### src/hdl/alr_pkg.sv
// ----------------------------------------------------------------------------
// Antialiased line rasterizer package
// Default sizes, full brightness level, operation codes and sequencer states.
// ----------------------------------------------------------------------------
`default_nettype none

package alr_pkg;

  localparam int unsigned CoordBitsDefault = 10;
  localparam int unsigned FracBitsDefault  = 16;

  localparam logic [7:0] FullLevel = 8'd255;

  localparam logic OpBegin = 1'b0;
  localparam logic OpStep  = 1'b1;

  typedef enum logic [3:0] {
    StIdle,
    StSetup,
    StDivide,
    StFirst,
    StNoPixel,
    StAdvance,
    StLower,
    StUpper,
    StFar
  } alr_state_e;

endpackage

`default_nettype wire

### src/hdl/antialiased_line_rasterizer_core.sv
// ----------------------------------------------------------------------------
// Antialiased line rasterizer core
// Wu-style line drawing: one begin transaction sets up a line, each step
// transaction on an active line advances one major-axis column and yields one or two pixels.
// ----------------------------------------------------------------------------
// Usage:
//   Input channel (in_valid_i/in_ready_o) carries op_i and the two endpoints.
//   op_i = OpBegin starts a line and yields the first endpoint at full level;
//   op_i = OpStep yields the pixels of the next column, the far endpoint with
//   line_done_o set, or a single no_pixel_o result when no line is active.
//   Output channel (out_valid_o/out_ready_i) carries one pixel per
//   transaction through a single output register; last_of_run_o marks the
//   final result of each input transaction.
//   Timing: a begin holds in_ready_o low from acceptance until the restoring
//   slope divider, which retires one quotient bit per cycle on the shared
//   adder, has finished and the first endpoint is loaded. A step whose column
//   reaches the upper pixel passes through advance, lower and upper states,
//   even if a near-zero lower level is dropped; one with only the lower pixel
//   due passes through advance and lower; the far endpoint or a step without
//   a line uses only the far or no-pixel state. The first result appears in
//   the cycle after it is formed.
//   Reset clears the line state and drops any pending result; a receiver
//   stall holds the result register and the sequencer waits for the slot.
// ----------------------------------------------------------------------------
`default_nettype none

module antialiased_line_rasterizer_core #(
  parameter int unsigned CoordBits = alr_pkg::CoordBitsDefault,
  parameter int unsigned FracBits  = alr_pkg::FracBitsDefault
) (
  input  wire logic                 clk_i,
  input  wire logic                 rst_ni,
  input  wire logic                 in_valid_i,
  output logic                      in_ready_o,
  input  wire logic                 op_i,
  input  wire logic [CoordBits-1:0] start_x_i,
  input  wire logic [CoordBits-1:0] start_y_i,
  input  wire logic [CoordBits-1:0] end_x_i,
  input  wire logic [CoordBits-1:0] end_y_i,
  output logic                      out_valid_o,
  input  wire logic                 out_ready_i,
  output logic [CoordBits-1:0]      pixel_x_o,
  output logic [CoordBits-1:0]      pixel_y_o,
  output logic [7:0]                brightness_o,
  output logic                      no_pixel_o,
  output logic                      last_of_run_o,
  output logic                      line_done_o
);

  import alr_pkg::*;

  localparam int unsigned IcptW = CoordBits + FracBits + 1;
  localparam int unsigned SlopeW = FracBits + 2;
  localparam int unsigned MagW = FracBits + 1;
  localparam int unsigned RemW = CoordBits + 1;
  localparam int unsigned CntW = $clog2(FracBits + 1);
  localparam int unsigned ProdW = FracBits + 9;
  localparam logic [CntW-1:0] LastIter = CntW'(FracBits);

  // Sequencer
  alr_state_e state_q, state_d;

  // Line state
  logic                 line_active_q, line_active_d;
  logic                 steep_q, steep_d;
  logic [CoordBits-1:0] column_q, column_d;
  logic [CoordBits-1:0] last_column_q, last_column_d;
  logic [IcptW-1:0]     intercept_q, intercept_d;
  logic [SlopeW-1:0]    slope_q, slope_d;
  logic [CoordBits-1:0] far_minor_q, far_minor_d;

  // Captured endpoints and divider
  logic [CoordBits-1:0] ax_q, ax_d, ay_q, ay_d, bx_q, bx_d, by_q, by_d;
  logic [RemW-1:0]      rem_q, rem_d;
  logic [FracBits-1:0]  quo_q, quo_d;
  logic [CoordBits-1:0] div_q, div_d;
  logic                 neg_q, neg_d;
  logic [CntW-1:0]      cnt_q, cnt_d;

  // Result register
  logic                 out_valid_q, out_valid_d;
  logic [CoordBits-1:0] pixel_x_q, pixel_x_d, pixel_y_q, pixel_y_d;
  logic [7:0]           brightness_q, brightness_d;
  logic                 no_pixel_q, no_pixel_d;
  logic                 last_q, last_d;
  logic                 done_q, done_d;

  // Shared adder
  logic [IcptW-1:0] alu_a, alu_b;
  logic             alu_cin;
  logic [IcptW:0]   alu_sum;

  // Setup, step and brightness terms
  logic [CoordBits-1:0] adx, ady, p_maj0, p_min0, p_maj1, p_min1;
  logic [CoordBits-1:0] maj0, min0, maj1, min1, dmin, dmaj;
  logic                 steep_c, swap_c, neg_c;
  logic [CoordBits:0]   col_next;
  logic                 interior;
  logic                 in_acc, out_free, div_ge, div_last;
  logic [RemW-1:0]      rem_sel;
  logic [MagW-1:0]      mag;
  logic [FracBits-1:0]  frac;
  logic [FracBits:0]    inv;
  logic [ProdW-1:0]     lo_prod;
  logic [ProdW-2:0]     hi_prod;
  logic [7:0]           lo_level, hi_level;
  logic [CoordBits-1:0] whole;

  // Result load request
  logic                 ld_out;
  logic [CoordBits-1:0] ld_major, ld_minor;
  logic [7:0]           ld_level;
  logic                 ld_nopix, ld_last, ld_done;

  assign in_acc   = in_valid_i && in_ready_o;
  assign out_free = !out_valid_q || out_ready_i;
  assign div_ge   = alu_sum[IcptW];
  assign div_last = (cnt_q == LastIter);

  assign alu_sum = {1'b0, alu_a} + {1'b0, alu_b} + {{IcptW{1'b0}}, alu_cin};

  // Endpoint ordering and major-axis choice
  always_comb begin
    adx     = (ax_q > bx_q) ? ax_q - bx_q : bx_q - ax_q;
    ady     = (ay_q > by_q) ? ay_q - by_q : by_q - ay_q;
    steep_c = ady > adx;
    p_maj0  = steep_c ? ay_q : ax_q;
    p_min0  = steep_c ? ax_q : ay_q;
    p_maj1  = steep_c ? by_q : bx_q;
    p_min1  = steep_c ? bx_q : by_q;
    swap_c  = p_maj0 > p_maj1;
    maj0    = swap_c ? p_maj1 : p_maj0;
    min0    = swap_c ? p_min1 : p_min0;
    maj1    = swap_c ? p_maj0 : p_maj1;
    min1    = swap_c ? p_min0 : p_min1;
    neg_c   = min1 < min0;
    dmin    = neg_c ? min0 - min1 : min1 - min0;
    dmaj    = maj1 - maj0;
  end

  // Column test and coverage levels
  always_comb begin
    col_next = {1'b0, column_q} + (CoordBits + 1)'(1);
    interior = col_next < {1'b0, last_column_q};
    frac     = intercept_q[FracBits-1:0];
    whole    = intercept_q[FracBits+CoordBits-1:FracBits];
    inv      = {1'b1, {FracBits{1'b0}}} - {1'b0, frac};
    lo_prod  = {inv, 8'd0} - {8'd0, inv};
    hi_prod  = {frac, 8'd0} - {8'd0, frac};
    lo_level = lo_prod[FracBits+7:FracBits];
    hi_level = hi_prod[FracBits+7:FracBits];
    rem_sel  = div_ge ? alu_sum[RemW-1:0] : rem_q;
    mag      = (div_q == '0) ? '0 : {quo_q, div_ge};
  end

  // Next state
  always_comb begin
    state_d = state_q;
    unique case (state_q)
      StIdle: begin
        if (in_valid_i) begin
          if (op_i == OpBegin) begin
            state_d = StSetup;
          end else if (!line_active_q) begin
            state_d = StNoPixel;
          end else if (interior) begin
            state_d = StAdvance;
          end else begin
            state_d = StFar;
          end
        end
      end
      StSetup:   state_d = StDivide;
      StDivide:  if (div_last) state_d = StFirst;
      StFirst:   if (out_free) state_d = StIdle;
      StNoPixel: if (out_free) state_d = StIdle;
      StAdvance: state_d = StLower;
      StLower: begin
        if (lo_level == '0) begin
          state_d = StUpper;
        end else if (out_free) begin
          state_d = (hi_level == '0) ? StIdle : StUpper;
        end
      end
      StUpper:   if (out_free) state_d = StIdle;
      StFar:     if (out_free) state_d = StIdle;
      default:   state_d = StIdle;
    endcase
  end

  // Datapath control and register updates
  always_comb begin
    in_ready_o    = (state_q == StIdle);
    line_active_d = line_active_q;
    steep_d       = steep_q;
    column_d      = column_q;
    last_column_d = last_column_q;
    intercept_d   = intercept_q;
    slope_d       = slope_q;
    far_minor_d   = far_minor_q;
    ax_d          = ax_q;
    ay_d          = ay_q;
    bx_d          = bx_q;
    by_d          = by_q;
    rem_d         = rem_q;
    quo_d         = quo_q;
    div_d         = div_q;
    neg_d         = neg_q;
    cnt_d         = cnt_q;

    // The adder subtracts the divisor while dividing, else adds the slope
    if (state_q == StDivide) begin
      alu_a   = {{(IcptW-RemW){1'b0}}, rem_q};
      alu_b   = ~{{(IcptW-CoordBits){1'b0}}, div_q};
      alu_cin = 1'b1;
    end else begin
      alu_a   = intercept_q;
      alu_b   = {{(IcptW-SlopeW){slope_q[SlopeW-1]}}, slope_q};
      alu_cin = 1'b0;
    end

    ld_out   = 1'b0;
    ld_major = column_q;
    ld_minor = whole;
    ld_level = FullLevel;
    ld_nopix = 1'b0;
    ld_last  = 1'b1;
    ld_done  = 1'b0;

    unique case (state_q)
      StIdle: begin
        if (in_acc) begin
          ax_d = start_x_i;
          ay_d = start_y_i;
          bx_d = end_x_i;
          by_d = end_y_i;
        end
      end
      StSetup: begin
        steep_d       = steep_c;
        column_d      = maj0;
        last_column_d = maj1;
        far_minor_d   = min1;
        intercept_d   = {1'b0, min0, {FracBits{1'b0}}};
        rem_d         = {1'b0, dmin};
        div_d         = dmaj;
        neg_d         = neg_c;
        cnt_d         = '0;
        line_active_d = 1'b1;
      end
      StDivide: begin
        // One quotient bit per cycle, remainder shifted for the next
        rem_d = {rem_sel[CoordBits-1:0], 1'b0};
        quo_d = {quo_q[FracBits-2:0], div_ge};
        cnt_d = cnt_q + CntW'(1);
        if (div_last) begin
          slope_d = neg_q ? SlopeW'(0) - {1'b0, mag} : {1'b0, mag};
        end
      end
      StFirst: begin
        ld_out = out_free;
      end
      StNoPixel: begin
        ld_out   = out_free;
        ld_major = '0;
        ld_minor = '0;
        ld_level = '0;
        ld_nopix = 1'b1;
      end
      StAdvance: begin
        column_d    = col_next[CoordBits-1:0];
        intercept_d = alu_sum[IcptW-1:0];
      end
      StLower: begin
        ld_out   = out_free && (lo_level != '0);
        ld_level = lo_level;
        ld_last  = (hi_level == '0);
      end
      StUpper: begin
        ld_out   = out_free;
        ld_minor = whole + CoordBits'(1);
        ld_level = hi_level;
      end
      StFar: begin
        ld_out   = out_free;
        ld_major = last_column_q;
        ld_minor = far_minor_q;
        ld_done  = 1'b1;
        if (out_free) begin
          line_active_d = 1'b0;
          column_d      = last_column_q;
        end
      end
      default: begin
        ld_out = 1'b0;
      end
    endcase

    // Hold the result until taken, then refill or drop
    out_valid_d  = out_valid_q && !out_ready_i;
    pixel_x_d    = pixel_x_q;
    pixel_y_d    = pixel_y_q;
    brightness_d = brightness_q;
    no_pixel_d   = no_pixel_q;
    last_d       = last_q;
    done_d       = done_q;
    if (ld_out) begin
      out_valid_d  = 1'b1;
      pixel_x_d    = steep_q ? ld_minor : ld_major;
      pixel_y_d    = steep_q ? ld_major : ld_minor;
      brightness_d = ld_level;
      no_pixel_d   = ld_nopix;
      last_d       = ld_last;
      done_d       = ld_done;
    end
  end

  always_ff @(posedge clk_i or negedge rst_ni) begin
    if (!rst_ni) begin
      state_q       <= StIdle;
      line_active_q <= 1'b0;
      steep_q       <= 1'b0;
      column_q      <= '0;
      last_column_q <= '0;
      intercept_q   <= '0;
      slope_q       <= '0;
      far_minor_q   <= '0;
      cnt_q         <= '0;
      out_valid_q   <= 1'b0;
    end else begin
      state_q       <= state_d;
      line_active_q <= line_active_d;
      steep_q       <= steep_d;
      column_q      <= column_d;
      last_column_q <= last_column_d;
      intercept_q   <= intercept_d;
      slope_q       <= slope_d;
      far_minor_q   <= far_minor_d;
      cnt_q         <= cnt_d;
      out_valid_q   <= out_valid_d;
    end
  end

  always_ff @(posedge clk_i) begin
    ax_q         <= ax_d;
    ay_q         <= ay_d;
    bx_q         <= bx_d;
    by_q         <= by_d;
    rem_q        <= rem_d;
    quo_q        <= quo_d;
    div_q        <= div_d;
    neg_q        <= neg_d;
    pixel_x_q    <= pixel_x_d;
    pixel_y_q    <= pixel_y_d;
    brightness_q <= brightness_d;
    no_pixel_q   <= no_pixel_d;
    last_q       <= last_d;
    done_q       <= done_d;
  end

  assign out_valid_o   = out_valid_q;
  assign pixel_x_o     = pixel_x_q;
  assign pixel_y_o     = pixel_y_q;
  assign brightness_o  = brightness_q;
  assign no_pixel_o    = no_pixel_q;
  assign last_of_run_o = last_q;
  assign line_done_o   = done_q;

  a_busy_after_accept: assert property (@(posedge clk_i) disable iff (!rst_ni)
    in_valid_i && in_ready_o |=> !in_ready_o)
    else $error("input taken again while a transaction is in progress");

  a_nopix_shape: assert property (@(posedge clk_i) disable iff (!rst_ni)
    out_valid_o && no_pixel_o |-> last_of_run_o && !line_done_o && brightness_o == '0)
    else $error("malformed no-pixel result");

  a_done_full: assert property (@(posedge clk_i) disable iff (!rst_ni)
    out_valid_o && line_done_o |-> last_of_run_o && brightness_o == FullLevel)
    else $error("far endpoint result not at full level or not last");

  a_line_end: assert property (@(posedge clk_i) disable iff (!rst_ni)
    $fell(line_active_q) |-> out_valid_o && line_done_o)
    else $error("line ended without emitting the far endpoint");

  a_div_count: assert property (@(posedge clk_i) disable iff (!rst_ni)
    state_q == StDivide |-> cnt_q <= LastIter)
    else $error("divider iteration count overran");

endmodule

`default_nettype wire

### config.mk
export PLATFORM = sky130hd
export DESIGN_NAME = antialiased_line_rasterizer_core
export DESIGN_NICKNAME = d
export VERILOG_FILES = /design/src/hdl/alr_pkg.sv /design/src/hdl/antialiased_line_rasterizer_core.sv
export SDC_FILE = /design/constraint.sdc
export NUM_CORES = 1
export LEC_CHECK = 0
export BUFFER_PORTS_ARGS = -buffer_cell sky130_fd_sc_hd__buf_2
export CAP_MARGIN = 20
export CORE_MARGIN = 3
export CORE_UTILIZATION = 47
export CTS_CLUSTER_DIAMETER = 100
export DETAILED_ROUTE_END_ITERATION = 10
export GPL_TIMING_DRIVEN = 0
export SLEW_MARGIN = 20
export SYNTH_ARGS = -nofsm -noshare
export SYNTH_HDL_FRONTEND = slang
export SYNTH_SLANG_ARGS = --single-unit
### constraint.sdc
create_clock -name clk_i -period 14.03 [get_ports clk_i]
set_input_delay 1.403 -clock clk_i [delete_from_list [all_inputs] [get_ports clk_i]]
set_output_delay 1.403 -clock clk_i [all_outputs]
set_load 0.01 [all_outputs]
==> impl_metrics.csv <==
group,metric,value,unit
route,via_count,14210,
grt,grt-ovfl-total,0,
synth,synth_ff_type,"edfxtp_1",
final_layout,final_nets,2143,
clock_tree,cts.hold.buffers_added,0,
sta,max_slew_margin,26.51,%
synth,yosysSeqAreaShare,33.82,%
die,core_area,0.03370,mm2
synth,synth-async-reset-ratio,44.39,%
sta,skew,0.01322,ns
setup_path,worstReg2RegStart,"ay_q[3]",
clock_tree,clockBufferDepth,2,
grt,grt_max_degree,50,
final_layout,stdcell_count,2421,
place,dp_hpwl,38190,um
synth,synth_cells,1861,
hold_path,min_to,"quo_q[1]",
sta,layout_setup_ws,0.8327,ns
synth,syn-num-nets,2044,
sta,finalCritPeriodShare,94.07,%
die,die_w,191.2,um
route,vias_per_cell,5.867,
setup_path,reg2reg_depth,48,
final_layout,layout-drive-gt1-share,8.667,%
place,dp.cells,2389,
setup_path,path_common_cell,"a21oi_1",
route,drt_iter0_drc,1131,
final_layout,syn2layout_area_growth,10.26,%
place,place_ws,0.8707,ns
hold_path,min_path_type,"flop to flop",
route,drc_errors,0,
clock_tree,cts_tree,"done",
setup_path,required,14.23,ns
clock_tree,cts_max_level,4,
route,antenna_left,0,
clock_tree,cts_setup_buffers,0,
sta,finalSetupTns,0,ns
sta,tightest_slew,1.091,ns
grt,antenna_found_initial,0,
die,start_util,47.82,%
final_layout,fillCellCount,3222,
synth,synth_top_area_share,20.31,%
clock_tree,root_buffer,"clkbuf_16",
setup_path,critPathKind,"flop to flop",
clock_tree,cts_sinks,196,
route,dr.pass1.iters,5,
setup_path,startpoint_type,"flop",
sta,setup_violations,0,
place,gp_congestion,0.9943,
synth,synth_edf_count,109,
final_layout,multi_input_area,0.009911,mm2
die,rows,67,
synth,synth_warnings,0,
setup_path,slowest_stage,"mux2i_1",
synth,synth.area.top_cells,"edfxtp_1 (20%), dfrtp_1 (14%), ha_1 (10%)",
die,die_area,0.03655,mm2
synth,syn_area,0.01612,mm2
grt,grtUsageTotal,26.51,%
clock_tree,path_clk_slew,0.07,ns
clock_tree,cts_resized,0,
die,die_h,191.2,um
hold_path,hold_path_depth,0,
place,port_buffers,77,
final_layout,layout_commonest_cell,"nand2_1",
grt,grt_pass1_wl,75380,um
route,wirelength,48120,um
setup_path,cp.arrival,13.40,ns
sta,rsz0062_at_grt,"no",
synth,synth_seq_cells,196,
sta,fmax,75.77,MHz
setup_path,r2r_setup_slack,0.83,ns
final_layout,final_cell_mix,"nand2_1 (224), o21ai_0 (167), nor2_1 (140)",
synth,synthDistinctLibCells,91,
setup_path,worstPathMaxFanout,10,
synth,post_synth.cell_area_avg,8.660,um2
clock_tree,cts_buffers,17,
sta,hold_violations,0,
sta,fin_crit,13.20,ns
run,drv_cap,0,
run_status,outcome,"completed",
setup_path,cp-end-kind,"flop",
final_layout,diodes,0,
synth,yosys.area.top_type,"edfxtp_1",
setup_path,critPathMaxStageDelay,0.56,ns
route,avgRoutedWirePerCell,19.88,um
final_layout,register_area,0.005450,mm2
sta,finalMaxSlewViolations,0,
clock_tree,clock_insertion_delay_worst_skew,0.48,ns
setup_path,worstReg2RegEnd,"rem_q[7]",
die,ioPinCount,78,
grt,grt_pass1_vias,13490,
hold_path,worstHoldStart,"quo_q[0]",
[layer usage]
metal,vias to the layer above,share of wire (%),GRT usage [%]
met2,414,45,42.47
met5,-,0,0
met1,6810,47,37.42
met4,0,1.9,6.887
met3,60,5.5,4.328
li1,6921,-,-
[state kept, by name (all words and copies together), names as in the netlist, 4 cells and up]
register,count
intercept_q,27
slope_q,18
quo_q,16
rem_q,11
ax_q,10
ay_q,10
bx_q,10
by_q,10
column_q,10
div_q,10
far_minor_q,10
last_column_q,10
pixel_x_o,10
pixel_y_o,10
brightness_o,8
cnt_q,5
state_q,4
[worst max-delay path, delay by kind of cell, from the launching register on]
kind	cells	cell delay, ns
multiplexers	3	1.03
XOR/XNOR	2	0.37
flip-flops	1	0.40
adder cells (fa/ha/maj)	5	1.84
AO/OA/AOI/OAI	21	4.06
AND/OR/NAND/NOR	5	1.60
buffers and inverters	12	3.58
[cells in the mapped netlist, types with 13 or more instances]
cell type,instances
nand4_1,17
a22oi_1,17
xor2_1,42
nand2_1,224
ha_1,130
o21ai_0,168
dfrtp_1,87
o211ai_1,17
nand2b_1,29
a221oi_1,14
edfxtp_1,109
o31ai_1,16
nor2_1,141
and2_1,23
nor2b_1,17
a21oi_1,132
o21bai_1,13
a21o_1,50
xnor2_1,62
mux2i_1,64
a211oi_1,23
or3_1,16
nand3_1,34
inv_1,114
nor3_1,24
clkbuf_1,69
a31oi_1,16
mux2_2,15
[logic make-up (layout without fill, tap and decap cells)]
logic type,Yosys count,count (layout),share of synthesized area [%]
compound gates,560,560,22.33
flops,196,196,33.82
fa+ha+maj,143,143,11.40
xor+xnor,104,104,5.652
buf+inv,203,315,4.821
mux,82,82,5.349
simple gates,573,573,16.64
[final cells by class]
| class | instances | area share (%) |
|---|---|---|
| multi-input combinational | 1462 | 55.77 |
| sequential | 196 | 30.67 |
| tap | 448 | 3.154 |
| clock buffer | 23 | 2.929 |
| timing repair buffer | 80 | 2.626 |
| inverter | 119 | 2.514 |
| buffer | 84 | 1.880 |
| clock inverter | 9 | 0.4506 |
[per-stage QoR]
step | cell area, um2 | utilization (%) | hold WS [ns]
after floorplan | 16120 | - | 0.4244
after global placement | 17060 | 50.63 | 0.4329
after global routing | 17770 | 52.73 | 0.4866
after detailed placement | 17170 | 50.94 | 0.4516
after CTS | 17770 | 52.72 | 0.4710
final | 17770 | 52.73 | 0.4652
[worst max path at each step]
stage / from / endpoint / slack [ns]
2_1_floorplan: ay_q[0] / rem_q[9] / 3.60
3_3_place_gp: ay_q[3] / rem_q[1] / 0.91
3_5_place_dp: ay_q[3] / rem_q[1] / 0.87
4_1_cts: ay_q[3] / rem_q[1] / 0.80
5_1_grt: ay_q[3] / rem_q[7] / 0.14
6_report: ay_q[3] / rem_q[7] / 0.83
Power is not shown: default switching activity piles up to over one toggle a cycle in this logic, so the estimate is an artifact.
